**src/design/lbc_pkg.sv**
```systemverilog
// ----------------------------------------------------------------------------
// lbc_pkg: shared definitions for the LRU block cache
// Request codes, configuration constants, parameter defaults and the
// command and status structures passed between the top level and the store.
// ----------------------------------------------------------------------------
package lbc_pkg;

	localparam int MAX_ENTRIES_DEF = 16;
	localparam int KEY_BITS_DEF    = 64;
	localparam int DATA_BITS_DEF   = 64;

	localparam int               REQ_BITS   = 2;
	localparam logic [REQ_BITS-1:0] REQ_LOOKUP = 2'd0;
	localparam logic [REQ_BITS-1:0] REQ_INSERT = 2'd1;
	localparam logic [REQ_BITS-1:0] REQ_CLEAR  = 2'd2;

	localparam int               CAP_BITS  = 5;
	localparam logic [CAP_BITS-1:0] CAP_RESET = 5'd16;

	localparam int CNT_BITS = 32;

	typedef struct packed {
		logic do_lookup;
		logic do_insert;
		logic do_clear;
	} lbc_cmd_t;

	typedef struct packed {
		logic found;
		logic evicted;
	} lbc_res_t;

endpackage

```
**src/design/lru_block_cache_unit.sv**
```systemverilog
// Throughput: one request per cycle unless out_ready stalls a held result;
// the store is updated as a request leaves the input register, so the next
// request already sees the new contents; results wait in the result register.
// Reset (arst_n low): cache empty, counters zero, capacity 16, both pipeline
// registers empty. No clearing pass is needed after reset.
// ----------------------------------------------------------------------------
// lru_block_cache_unit: fully associative LRU key/value cache
// Input register, match and update in the store, result register
// with saturating hit and miss counters and the capacity register.
// ----------------------------------------------------------------------------
module lru_block_cache_unit #(
	parameter int MAX_ENTRIES = lbc_pkg::MAX_ENTRIES_DEF,
	parameter int KEY_BITS    = lbc_pkg::KEY_BITS_DEF,
	parameter int DATA_BITS   = lbc_pkg::DATA_BITS_DEF
) (
	input  logic                               clk,
	input  logic                               arst_n,

	input  logic                               in_valid,
	output logic                               in_ready,
	input  logic [lbc_pkg::REQ_BITS-1:0]       req_type,
	input  logic [KEY_BITS-1:0]                key,
	input  logic [DATA_BITS-1:0]               write_data,

	output logic                               out_valid,
	input  logic                               out_ready,
	output logic                               found,
	output logic [DATA_BITS-1:0]               read_data,
	output logic                               evicted,
	output logic [$clog2(MAX_ENTRIES+1)-1:0]   entries_used,
	output logic [lbc_pkg::CNT_BITS-1:0]       hit_count,
	output logic [lbc_pkg::CNT_BITS-1:0]       miss_count,

	input  logic                               cfg_valid,
	output logic                               cfg_ready,
	input  logic [lbc_pkg::CAP_BITS-1:0]       cfg_data
);
	import lbc_pkg::*;

	localparam int CW = $clog2(MAX_ENTRIES + 1);

	logic                 valid_s1;
	logic [REQ_BITS-1:0]  req_s1;
	logic [KEY_BITS-1:0]  key_s1;
	logic [DATA_BITS-1:0] wdata_s1;

	logic                 valid_s2;
	logic                 found_s2;
	logic [DATA_BITS-1:0] rdata_s2;
	logic                 evicted_s2;
	logic [CW-1:0]        used_s2;
	logic [CNT_BITS-1:0]  hits_s2;
	logic [CNT_BITS-1:0]  misses_s2;

	logic [CAP_BITS-1:0]  capacity_q;
	logic [CNT_BITS-1:0]  hits_q;
	logic [CNT_BITS-1:0]  misses_q;

	logic                 advance;
	logic [CW-1:0]        limit;
	lbc_cmd_t             cmd;
	lbc_res_t             res;
	logic [DATA_BITS-1:0] hit_data;
	logic [CW-1:0]        count_next;
	logic [CNT_BITS-1:0]  hits_next;
	logic [CNT_BITS-1:0]  misses_next;

	assign advance   = valid_s1 && (!valid_s2 || out_ready);
	assign in_ready  = !valid_s1 || advance;
	assign cfg_ready = 1'b1;

	// A zero capacity behaves as one; anything above the array size saturates.
	always_comb begin
		if (capacity_q == '0) begin
			limit = CW'(1);
		end else if (32'(capacity_q) > MAX_ENTRIES) begin
			limit = CW'(MAX_ENTRIES);
		end else begin
			limit = CW'(capacity_q);
		end
	end

	always_comb begin
		cmd = '0;
		if (advance) begin
			case (req_s1)
				REQ_LOOKUP: cmd.do_lookup = 1'b1;
				REQ_INSERT: cmd.do_insert = 1'b1;
				REQ_CLEAR:  cmd.do_clear  = 1'b1;
				default:    cmd = '0;
			endcase
		end
	end

	lbc_store #(
		.MAX_ENTRIES (MAX_ENTRIES),
		.KEY_BITS    (KEY_BITS),
		.DATA_BITS   (DATA_BITS)
	) u_store (
		.clk        (clk),
		.arst_n     (arst_n),
		.cmd        (cmd),
		.key        (key_s1),
		.wdata      (wdata_s1),
		.limit      (limit),
		.res        (res),
		.hit_data   (hit_data),
		.count_next (count_next)
	);

	always_comb begin
		hits_next   = hits_q;
		misses_next = misses_q;
		if (cmd.do_clear) begin
			hits_next   = '0;
			misses_next = '0;
		end else if (cmd.do_lookup) begin
			if (res.found) begin
				if (hits_q != '1) begin
					hits_next = hits_q + CNT_BITS'(1);
				end
			end else if (misses_q != '1) begin
				misses_next = misses_q + CNT_BITS'(1);
			end
		end
	end

	always_ff @(posedge clk or negedge arst_n) begin
		if (!arst_n) begin
			valid_s1   <= 1'b0;
			valid_s2   <= 1'b0;
			capacity_q <= CAP_RESET;
			hits_q     <= '0;
			misses_q   <= '0;
		end else begin
			if (in_ready) begin
				valid_s1 <= in_valid;
			end
			if (advance) begin
				valid_s2 <= 1'b1;
			end else if (out_ready) begin
				valid_s2 <= 1'b0;
			end
			if (cfg_valid) begin
				capacity_q <= cfg_data;
			end
			if (advance) begin
				hits_q   <= hits_next;
				misses_q <= misses_next;
			end
		end
	end

	always_ff @(posedge clk) begin
		if (in_valid && in_ready) begin
			req_s1   <= req_type;
			key_s1   <= key;
			wdata_s1 <= write_data;
		end
		if (advance) begin
			found_s2   <= res.found;
			rdata_s2   <= (cmd.do_lookup && res.found) ? hit_data : '0;
			evicted_s2 <= res.evicted;
			used_s2    <= count_next;
			hits_s2    <= hits_next;
			misses_s2  <= misses_next;
		end
	end

	assign out_valid    = valid_s2;
	assign found        = found_s2;
	assign read_data    = rdata_s2;
	assign evicted      = evicted_s2;
	assign entries_used = used_s2;
	assign hit_count    = hits_s2;
	assign miss_count   = misses_s2;

endmodule

```
**src/design/lbc_store.sv**
```systemverilog
// ----------------------------------------------------------------------------
// lbc_store: entry array with parallel tag match and recency update
// Holds the valid bits, keys, data words and recency ranks of all entries,
// matches the request key against every entry at once and applies the lookup,
// insert (with least-recent eviction) or clear update.
// ----------------------------------------------------------------------------
module lbc_store #(
	parameter int MAX_ENTRIES = lbc_pkg::MAX_ENTRIES_DEF,
	parameter int KEY_BITS    = lbc_pkg::KEY_BITS_DEF,
	parameter int DATA_BITS   = lbc_pkg::DATA_BITS_DEF
) (
	input  logic                               clk,
	input  logic                               arst_n,
	input  lbc_pkg::lbc_cmd_t                  cmd,
	input  logic [KEY_BITS-1:0]                key,
	input  logic [DATA_BITS-1:0]               wdata,
	input  logic [$clog2(MAX_ENTRIES+1)-1:0]   limit,
	output lbc_pkg::lbc_res_t                  res,
	output logic [DATA_BITS-1:0]               hit_data,
	output logic [$clog2(MAX_ENTRIES+1)-1:0]   count_next
);
	import lbc_pkg::*;

	localparam int CW = $clog2(MAX_ENTRIES + 1);
	localparam int RW = (MAX_ENTRIES > 1) ? $clog2(MAX_ENTRIES) : 1;

	logic [MAX_ENTRIES-1:0] valid_q;
	logic [RW-1:0]          rank_q [MAX_ENTRIES];
	logic [KEY_BITS-1:0]    key_q  [MAX_ENTRIES];
	logic [DATA_BITS-1:0]   data_q [MAX_ENTRIES];
	logic [CW-1:0]          count_q;

	logic [MAX_ENTRIES-1:0] match;
	logic [MAX_ENTRIES-1:0] victim;
	logic [MAX_ENTRIES-1:0] valid_ev;
	logic [MAX_ENTRIES-1:0] free_slot;
	logic [MAX_ENTRIES-1:0] valid_d;
	logic [MAX_ENTRIES-1:0] wr_key;
	logic [MAX_ENTRIES-1:0] wr_data;
	logic [RW-1:0]          rank_d [MAX_ENTRIES];
	logic [RW-1:0]          hit_rank;
	logic [RW-1:0]          oldest_rank;
	logic [CW-1:0]          count_m1;
	logic                   hit;
	logic                   need_evict;
	logic                   free_seen;

	// Ranks of valid entries are always 0 .. count-1 without gaps, so the
	// least recent entry is the one whose rank equals count minus one.
	assign count_m1    = count_q - CW'(1);
	assign oldest_rank = count_m1[RW-1:0];

	always_comb begin
		hit_data = '0;
		hit_rank = '0;
		for (int i = 0; i < MAX_ENTRIES; i++) begin
			match[i]  = valid_q[i] && (key_q[i] == key);
			victim[i] = valid_q[i] && (rank_q[i] == oldest_rank);
			if (match[i]) begin
				hit_data = hit_data | data_q[i];
				hit_rank = hit_rank | rank_q[i];
			end
		end
		hit        = |match;
		need_evict = !hit && (count_q >= limit) && (count_q != '0);
		valid_ev   = need_evict ? (valid_q & ~victim) : valid_q;

		free_seen = 1'b0;
		for (int i = 0; i < MAX_ENTRIES; i++) begin
			free_slot[i] = !valid_ev[i] && !free_seen;
			if (!valid_ev[i]) begin
				free_seen = 1'b1;
			end
		end
	end

	always_comb begin
		valid_d    = valid_q;
		wr_key     = '0;
		wr_data    = '0;
		count_next = count_q;
		for (int i = 0; i < MAX_ENTRIES; i++) begin
			rank_d[i] = rank_q[i];
		end

		if (cmd.do_clear) begin
			valid_d    = '0;
			count_next = '0;
			for (int i = 0; i < MAX_ENTRIES; i++) begin
				rank_d[i] = '0;
			end
		end else if ((cmd.do_lookup || cmd.do_insert) && hit) begin
			for (int i = 0; i < MAX_ENTRIES; i++) begin
				if (match[i]) begin
					rank_d[i] = '0;
				end else if (valid_q[i] && (rank_q[i] < hit_rank)) begin
					rank_d[i] = rank_q[i] + RW'(1);
				end
			end
			if (cmd.do_insert) begin
				wr_data = match;
			end
		end else if (cmd.do_insert) begin
			for (int i = 0; i < MAX_ENTRIES; i++) begin
				if (free_slot[i]) begin
					valid_d[i] = 1'b1;
					rank_d[i]  = '0;
				end else if (valid_ev[i]) begin
					rank_d[i] = rank_q[i] + RW'(1);
				end else begin
					valid_d[i] = 1'b0;
					rank_d[i]  = '0;
				end
			end
			wr_key     = free_slot;
			wr_data    = free_slot;
			count_next = need_evict ? count_q : count_q + CW'(1);
		end
	end

	assign res.found   = hit && (cmd.do_lookup || cmd.do_insert);
	assign res.evicted = cmd.do_insert && need_evict;

	always_ff @(posedge clk or negedge arst_n) begin
		if (!arst_n) begin
			valid_q <= '0;
			count_q <= '0;
			for (int i = 0; i < MAX_ENTRIES; i++) begin
				rank_q[i] <= '0;
			end
		end else begin
			valid_q <= valid_d;
			count_q <= count_next;
			for (int i = 0; i < MAX_ENTRIES; i++) begin
				rank_q[i] <= rank_d[i];
			end
		end
	end

	always_ff @(posedge clk) begin
		for (int i = 0; i < MAX_ENTRIES; i++) begin
			if (wr_key[i]) begin
				key_q[i] <= key;
			end
			if (wr_data[i]) begin
				data_q[i] <= wdata;
			end
		end
	end

endmodule
```
**config.mk**
```make
export PLATFORM = sky130hd
export DESIGN_NAME = lru_block_cache_unit
export DESIGN_NICKNAME = d
export VERILOG_FILES = /design/src/design/lbc_pkg.sv /design/src/design/lru_block_cache_unit.sv /design/src/design/lbc_store.sv
export SDC_FILE = /design/constraint.sdc
export NUM_CORES = 2
export LEC_CHECK = 0
export BUFFER_PORTS_ARGS = -buffer_cell sky130_fd_sc_hd__buf_2
export CORE_MARGIN = 2
export CORE_UTILIZATION = 60
export DETAILED_ROUTE_END_ITERATION = 10
export PLACE_DENSITY = 0.77
export SYNTH_ARGS = -nofsm -noshare
export SYNTH_HDL_FRONTEND = slang
export SYNTH_SLANG_ARGS = --single-unit
export TNS_END_PERCENT = 20
```
**constraint.sdc**
```tcl
create_clock -name clk -period 11.1 [get_ports clk]
set_clock_uncertainty 0.15 [all_clocks]
set_input_delay 2.22 -clock clk [delete_from_list [all_inputs] [get_ports clk]]
set_output_delay 2.22 -clock clk [all_outputs]
set_load 0.01 [all_outputs]
```
# --- After elaboration in Yosys (flattened, before gate mapping) ---
# Memories as Yosys holds them, arrays and structs flattened.
# Index checks and enable logic that the tools add are counted.
classes:
  bitwise: 32
  mux: 283
  eq_ne: 69
  addsub: 20
  n_reduce_logical: 160
  n_lt_le_gt_ge: 18
ops:
  columns: ["cell", "n"]
  rows:
  - ["2-to-1 mux 64 bit", 34]
  - ["== test 64 bit", 16]
  - ["OR 64 bit", 15]
  - ["OR reduction 64 bit", 15]
  - ["2-to-1 mux 4 bit", 94]
  - ["2-to-1 mux 32 bit", 8]
  - ["2-to-1 mux 16 bit", 10]
  - ["2-to-1 mux 1 bit", 130]
  - ["logical AND 1 bit", 70]
  - ["adder 32 x 1 -> 32 bit, second input constant", 2]
  - ["adder 4 x 1 -> 4 bit, second input constant", 16]
  - ["== test 4 bit", 16]
  - ["< comparator 4 bit", 16]
  - ["inequality test 32 bit, second input constant", 2]
  - ["inequality test 4 x 2 -> 1 bit, second input constant", 16]
  - ["OR 4 bit", 15]
  - ["AND reduction 3 bit", 16]
  - ["inequality test 3 bit, second input constant", 15]
  - ["zero test 1 bit", 33]
  - ["AND reduction 2 bit", 16]
  - ["2-to-1 mux 5 bit", 6]
  - ["AND 16 bit", 1]
  - ["inverter 16 bit", 1]
  - ["OR reduction 16 bit", 1]
  - ["14 further kinds", 18]
totals:
  word_cells: 631
  mem_count: 2
  in_bits: 140
  reg_bits: 421
  mem_bits_rw: 2048
mem_list:
  columns: ["memory", "depth", "width", "read_ports", "rd_ports_with_merged_regs", "write_ports", "line_no", "text"]
  rows:
  - ["u_store.data_q", 16, 64, 16, 0, 16, "lbc_store.sv:30", "logic [DATA_BITS-1:0] data_q [MAX_ENTRIES];"]
  - ["u_store.key_q", 16, 64, 16, 0, 1, "lbc_store.sv:29", "logic [KEY_BITS-1:0] key_q [MAX_ENTRIES];"]

# --- Depth between registers and ports, before layout ---
# An unclocked memory read counts as a cell.
logic_depth:
  depth_word: 46
  mapped_depth: 22
  depth_no_buf: 18

# --- Modules after synthesis ---
# A second synthesis with hierarchy kept.
hier_totals:
  hier_cells: 6252
  area_unflattened_um2: 100077.2
by_module_without_submodules:
  columns: ["module", "area_each_um2", "seq_area_each_um2", "n_inst", "cells_per_inst"]
  rows:
  - ["lbc_store", 87262.4, 63626.0, 1, 5399]
  - ["lru_block_cache_unit", 12814.8, 9735.6, 1, 853]

# --- Worst setup path after synthesis ---
# Ideal clock, no wire load.
synth_path:
  path_kind: "input port to flip-flop"
  from: "input out_ready"
  to: "memory u_store.data_q[0][128] (netlist name), enable pin"
  slack_ps: 98
  required_ps: 10376
  path_buffers: 0
  stages: 5
  arrival_ps: 10278
  path_cell_list: "nand2b_1 nand2_1 inv_1 nand3_1 o21ai_0"
synth_rtl:
  columns: ["item", "line_no", "text"]
  rows:
  - ["start: declaration", "lru_block_cache_unit.sv:26", "input logic out_ready,"]
  - ["end: declaration", "lbc_store.sv:30", null]

==> summary.md <==
| Metric | Value |
|---|---|
| Synth Cell Area | `0.103 sq mm` |
| Initial DRC count | `12,000` |
| CTS max path bufs | `3` |
| Slowest cell delay on critical path | `0.75 ns` |
| Cell Count Post-Placement | `9,201` |
| Seq pwr share | `0.525` |
| Worst-path fanout max | `65` |
| Worst path depth | `15` |
| GRT overflow | `0` |
| DRT Wirelength | `323,000 um` |
| Distinct cells, synth | `85` |
| Syn. warnings | `0` |
| Commonest cells in the netlist | `edfxtp_1, xnor2_1, nand2b_1, nand4_1, xor2_1` |
| Setup violations, final | `0` |
| R2R cell count | `15` |
| Vias in the first global route | `64,900` |
| Setup_tns | `0 ns` |
| Main flop type after synthesis | `edfxtp_1` |
| CTS tree | `built` |
| Drt wl/cell | `33.5 um` |
| CP Launch Point | `key_s1[17]$_DFFE_PP_` |
| Core area | `0.171 sq mm` |
| Port Buffers | `276` |
| Slowest cell on crit path | `buf_4` |
| Resized Gates After CTS | `0` |
| # clock sinks | `2,469` |
| Top cell type's share of synthesized area | `0.674` |
| IO Pins | `278` |
| Area grow syn2layout | `12.1%` |
| Total GRT Usage | `0.366` |
| Initial Utilization | `0.602` |
| # Max-Cap Violations | `0` |
| CP delay by family, top | `buffers and inverters` |
| Vias per cell | `7.00` |
| Post-layout power | `0.0201 W` |
| Hold_buf cts | `0` |
| Mapped Avg Cell Area | `15.1 sq um` |
| Synth area leader | `edfxtp_1` |
| Antenna-violating nets left | `0` |
| Period utilization | `0.740` |
| Worst-path clk slew | `0.06 ns` |
| Clk_lat worst skew | `0.93 ns` |
| CP arrival | `8.59 ns` |
| Wire length of the first global-routing pass | `457,000 um` |
| Crit path cell chain | `buf_4, inv_1, a22o_1, or4_1, or4_1, nor2_4, buf_4, or4_1, nand2b_1, nor2_1, a311oi_2, and3_2, buf_4, a21o_4, buf_4` |
| R2r setup slk | `2.89 ns` |
| Via count | `67,500` |
| Clock Power Share | `0.407` |
| Row cnt | `152` |
| Critical Path RT | `11.47 ns` |
| Die Span Y | `418 um` |
| Area contributors post-synth | `edfxtp_1, xnor2_1, dfrtp_1` |
| Sw Share | `0.235` |
| Net Sw Power | `0.00472 W` |
| Total CTS buffers | `233` |
| Post-CTS Setup Bufs | `0` |
| Comb pwr share | `0.068` |
| Die W | `418 um` |
| Crit path buffers/inverters | `5` |
| Ys async rst share | `0.0632` |
| Area of the multi-input gates | `0.0280 sq mm` |
| RSZ-0062 raised after global routing | `no` |
| Top-count cell post-synth | `edfxtp_1` |
| Sequential element share of the synthesized area | `0.712` |
| Power Dens Cells | `174 mW/mm^2` |
| H-tree levels | `4` |
| DP HPWL | `195,000 um` |
| Pre-antenna DRT Iters | `7` |
| Worst rel slew slack | `0.0522` |
| Slew Viols, Final | `0` |
| Start of the worst register-to-register path | `key_s1[17]$_DFFE_PP_` |
| Placed cell area | `0.108 sq mm` |
| Worst-margin pin slew | `1.41 ns` |
| Syn Inst Count | `6,817` |
| DRC Markers | `0` |
| Worst Hold Class | `reg2reg` |
| Number of fill cells | `11,400` |
| Gpl congestion | `0.991` |
| Kind of end point of the critical path | `flop` |
| Largest net degree at the start of global routing | `96` |
| Final Util | `0.675` |
| Pleak | `37.6 nW` |
| FF-to-FF End | `u_store.data_q[0][318]$_DFFE_PP_` |
| Design area | `0.116 sq mm` |
| Initial antenna violation count | `16` |
| Sequential cell area | `0.0734 sq mm` |
| Clock Tree Root | `clkbuf_16` |
| Worst setup path endpoint | `u_store.data_q[0][318]$_DFFE_PP_` |
| Min Tclk post-route | `8.21 ns` |
| Max Fclk | `122 MHz` |
| Synthesized flop and latch total | `2,469` |
| Status | `complete, no violations` |
| Hold Fails Final Rpt | `0` |
| Critical setup path kind | `reg2reg` |
| Worst setup SP type | `flop` |
| Internal | `0.0154 W` |
| Share of cells above drive strength 1 | `0.122` |
| Non-Filler Instances | `9,644` |
| Net count reported at finish | `7,417` |
| Post-Syn Nets | `7,031` |
| Max VDD drop | `166 uV` |
| Critical path's most frequent cell | `buf_4` |
| Die Area | `0.175 sq mm` |
| EDFF count, synth | `2,313` |
==> worst min path at each step <==
stage	to	slack, ns	startpoint	cells after the start
after floorplan	out_valid$_DFFE_PN0P_	0.32	valid_s1$_DFFE_PN0N_	1
after global routing	capacity_q[0]$_DFFE_PN0P_	0.42	capacity_q[0]$_DFFE_PN0P_	1
after CTS	capacity_q[3]$_DFFE_PN0P_	0.40	capacity_q[3]$_DFFE_PN0P_	1
after global placement	capacity_q[0]$_DFFE_PN0P_	0.36	capacity_q[0]$_DFFE_PN0P_	1
after detailed placement	capacity_q[3]$_DFFE_PN0P_	0.38	capacity_q[3]$_DFFE_PN0P_	1
final	capacity_q[0]$_DFFE_PN0P_	0.39	capacity_q[0]$_DFFE_PN0P_	1
==> registers in the layout (all words and copies together), names as in the netlist, 64 cells and up <==
| name | count |
|---|---|
| wdata_s1 | 64 |
| u_store.key_q | 1024 |
| key_s1 | 64 |
| u_store.rank_q | 64 |
| read_data | 64 |
| u_store.data_q | 1024 |
==> power groups by stage <==
stage | logic (W) | clock network, W | registers [W]
floorplan | 0.000739 | 0 | 0.0107
global placement | 0.00131 | 0 | 0.0107
detailed placement | 0.00133 | 0 | 0.0107
CTS | 0.00133 | 0.00821 | 0.0105
global route | 0.00143 | 0.00856 | 0.0106
finish | 0.00137 | 0.00818 | 0.0106
==> cell families after synthesis <==
family | synth area share
compound gates | 0.0778
xor+xnor | 0.0722
fa+ha+maj | 0.00898
buf+inv | 0.0193
flops | 0.712
mux | 0.00222
other cells | 0.0000364
simple gates | 0.108
==> layer usage <==
layer  wire length (um)  vias to the layer above  share of wire  GRT usage
met3              44500                      903           0.14     0.0876
met5                 61                        -        0.00019          0
met1             121000                    33500           0.38      0.524
li1                   -                    27500              -          -
met2             141000                     5614           0.44      0.536
met4              16100                       10          0.050      0.163
==> stage by stage <==
stage | hold slack (ns) | setup WS, ns
4_1_cts | 0.400 | 3.02
2_1_floorplan | 0.321 | 0.0982
5_1_grt | 0.420 | 2.88
3_3_place_gp | 0.359 | 3.08
6_report | 0.392 | 2.89
3_5_place_dp | 0.384 | 3.03
==> cell type report <==
type,count,share of cell area
antenna,6,0.000130
tap,2233,0.0242
inverter,160,0.00524
timing repair buffer,462,0.0245
multi-input combinational,3877,0.243
clock inverter,160,0.0163
sequential,2469,0.635
clock buffer,277,0.0519
==> cells in the final DEF (no fill, tap or decap), types with 19 or more instances in the layout <==
| master | count |
|---|---|
| or3_1 | 23 |
| nand2_1 | 243 |
| and3_1 | 33 |
| nand4b_1 | 19 |
| clkinv_1 | 50 |
| o31ai_1 | 23 |
| nor2_1 | 157 |
| clkbuf_16 | 233 |
| nand4_1 | 364 |
| o22ai_1 | 37 |
| inv_1 | 150 |
| nor4_1 | 150 |
| nor3_1 | 70 |
| xor2_1 | 260 |
| edfxtp_1 | 2313 |
| and4_1 | 74 |
| o2111ai_1 | 47 |
| a22oi_1 | 161 |
| clkinv_2 | 51 |
| or4_1 | 46 |
| a221oi_1 | 151 |
| a222oi_1 | 52 |
| dfrtp_1 | 155 |
| ha_1 | 74 |
| o21ai_0 | 52 |
| nand2b_1 | 404 |
| buf_4 | 182 |
| a21oi_1 | 77 |
| a31oi_1 | 74 |
| a22o_1 | 145 |
| bufinv_16 | 31 |
| nand3_1 | 139 |
| nor2b_1 | 65 |
| buf_2 | 275 |
| a2111oi_0 | 20 |
| clkbuf_1 | 44 |
| xnor2_1 | 588 |
(Power assumes the default switching activity.)
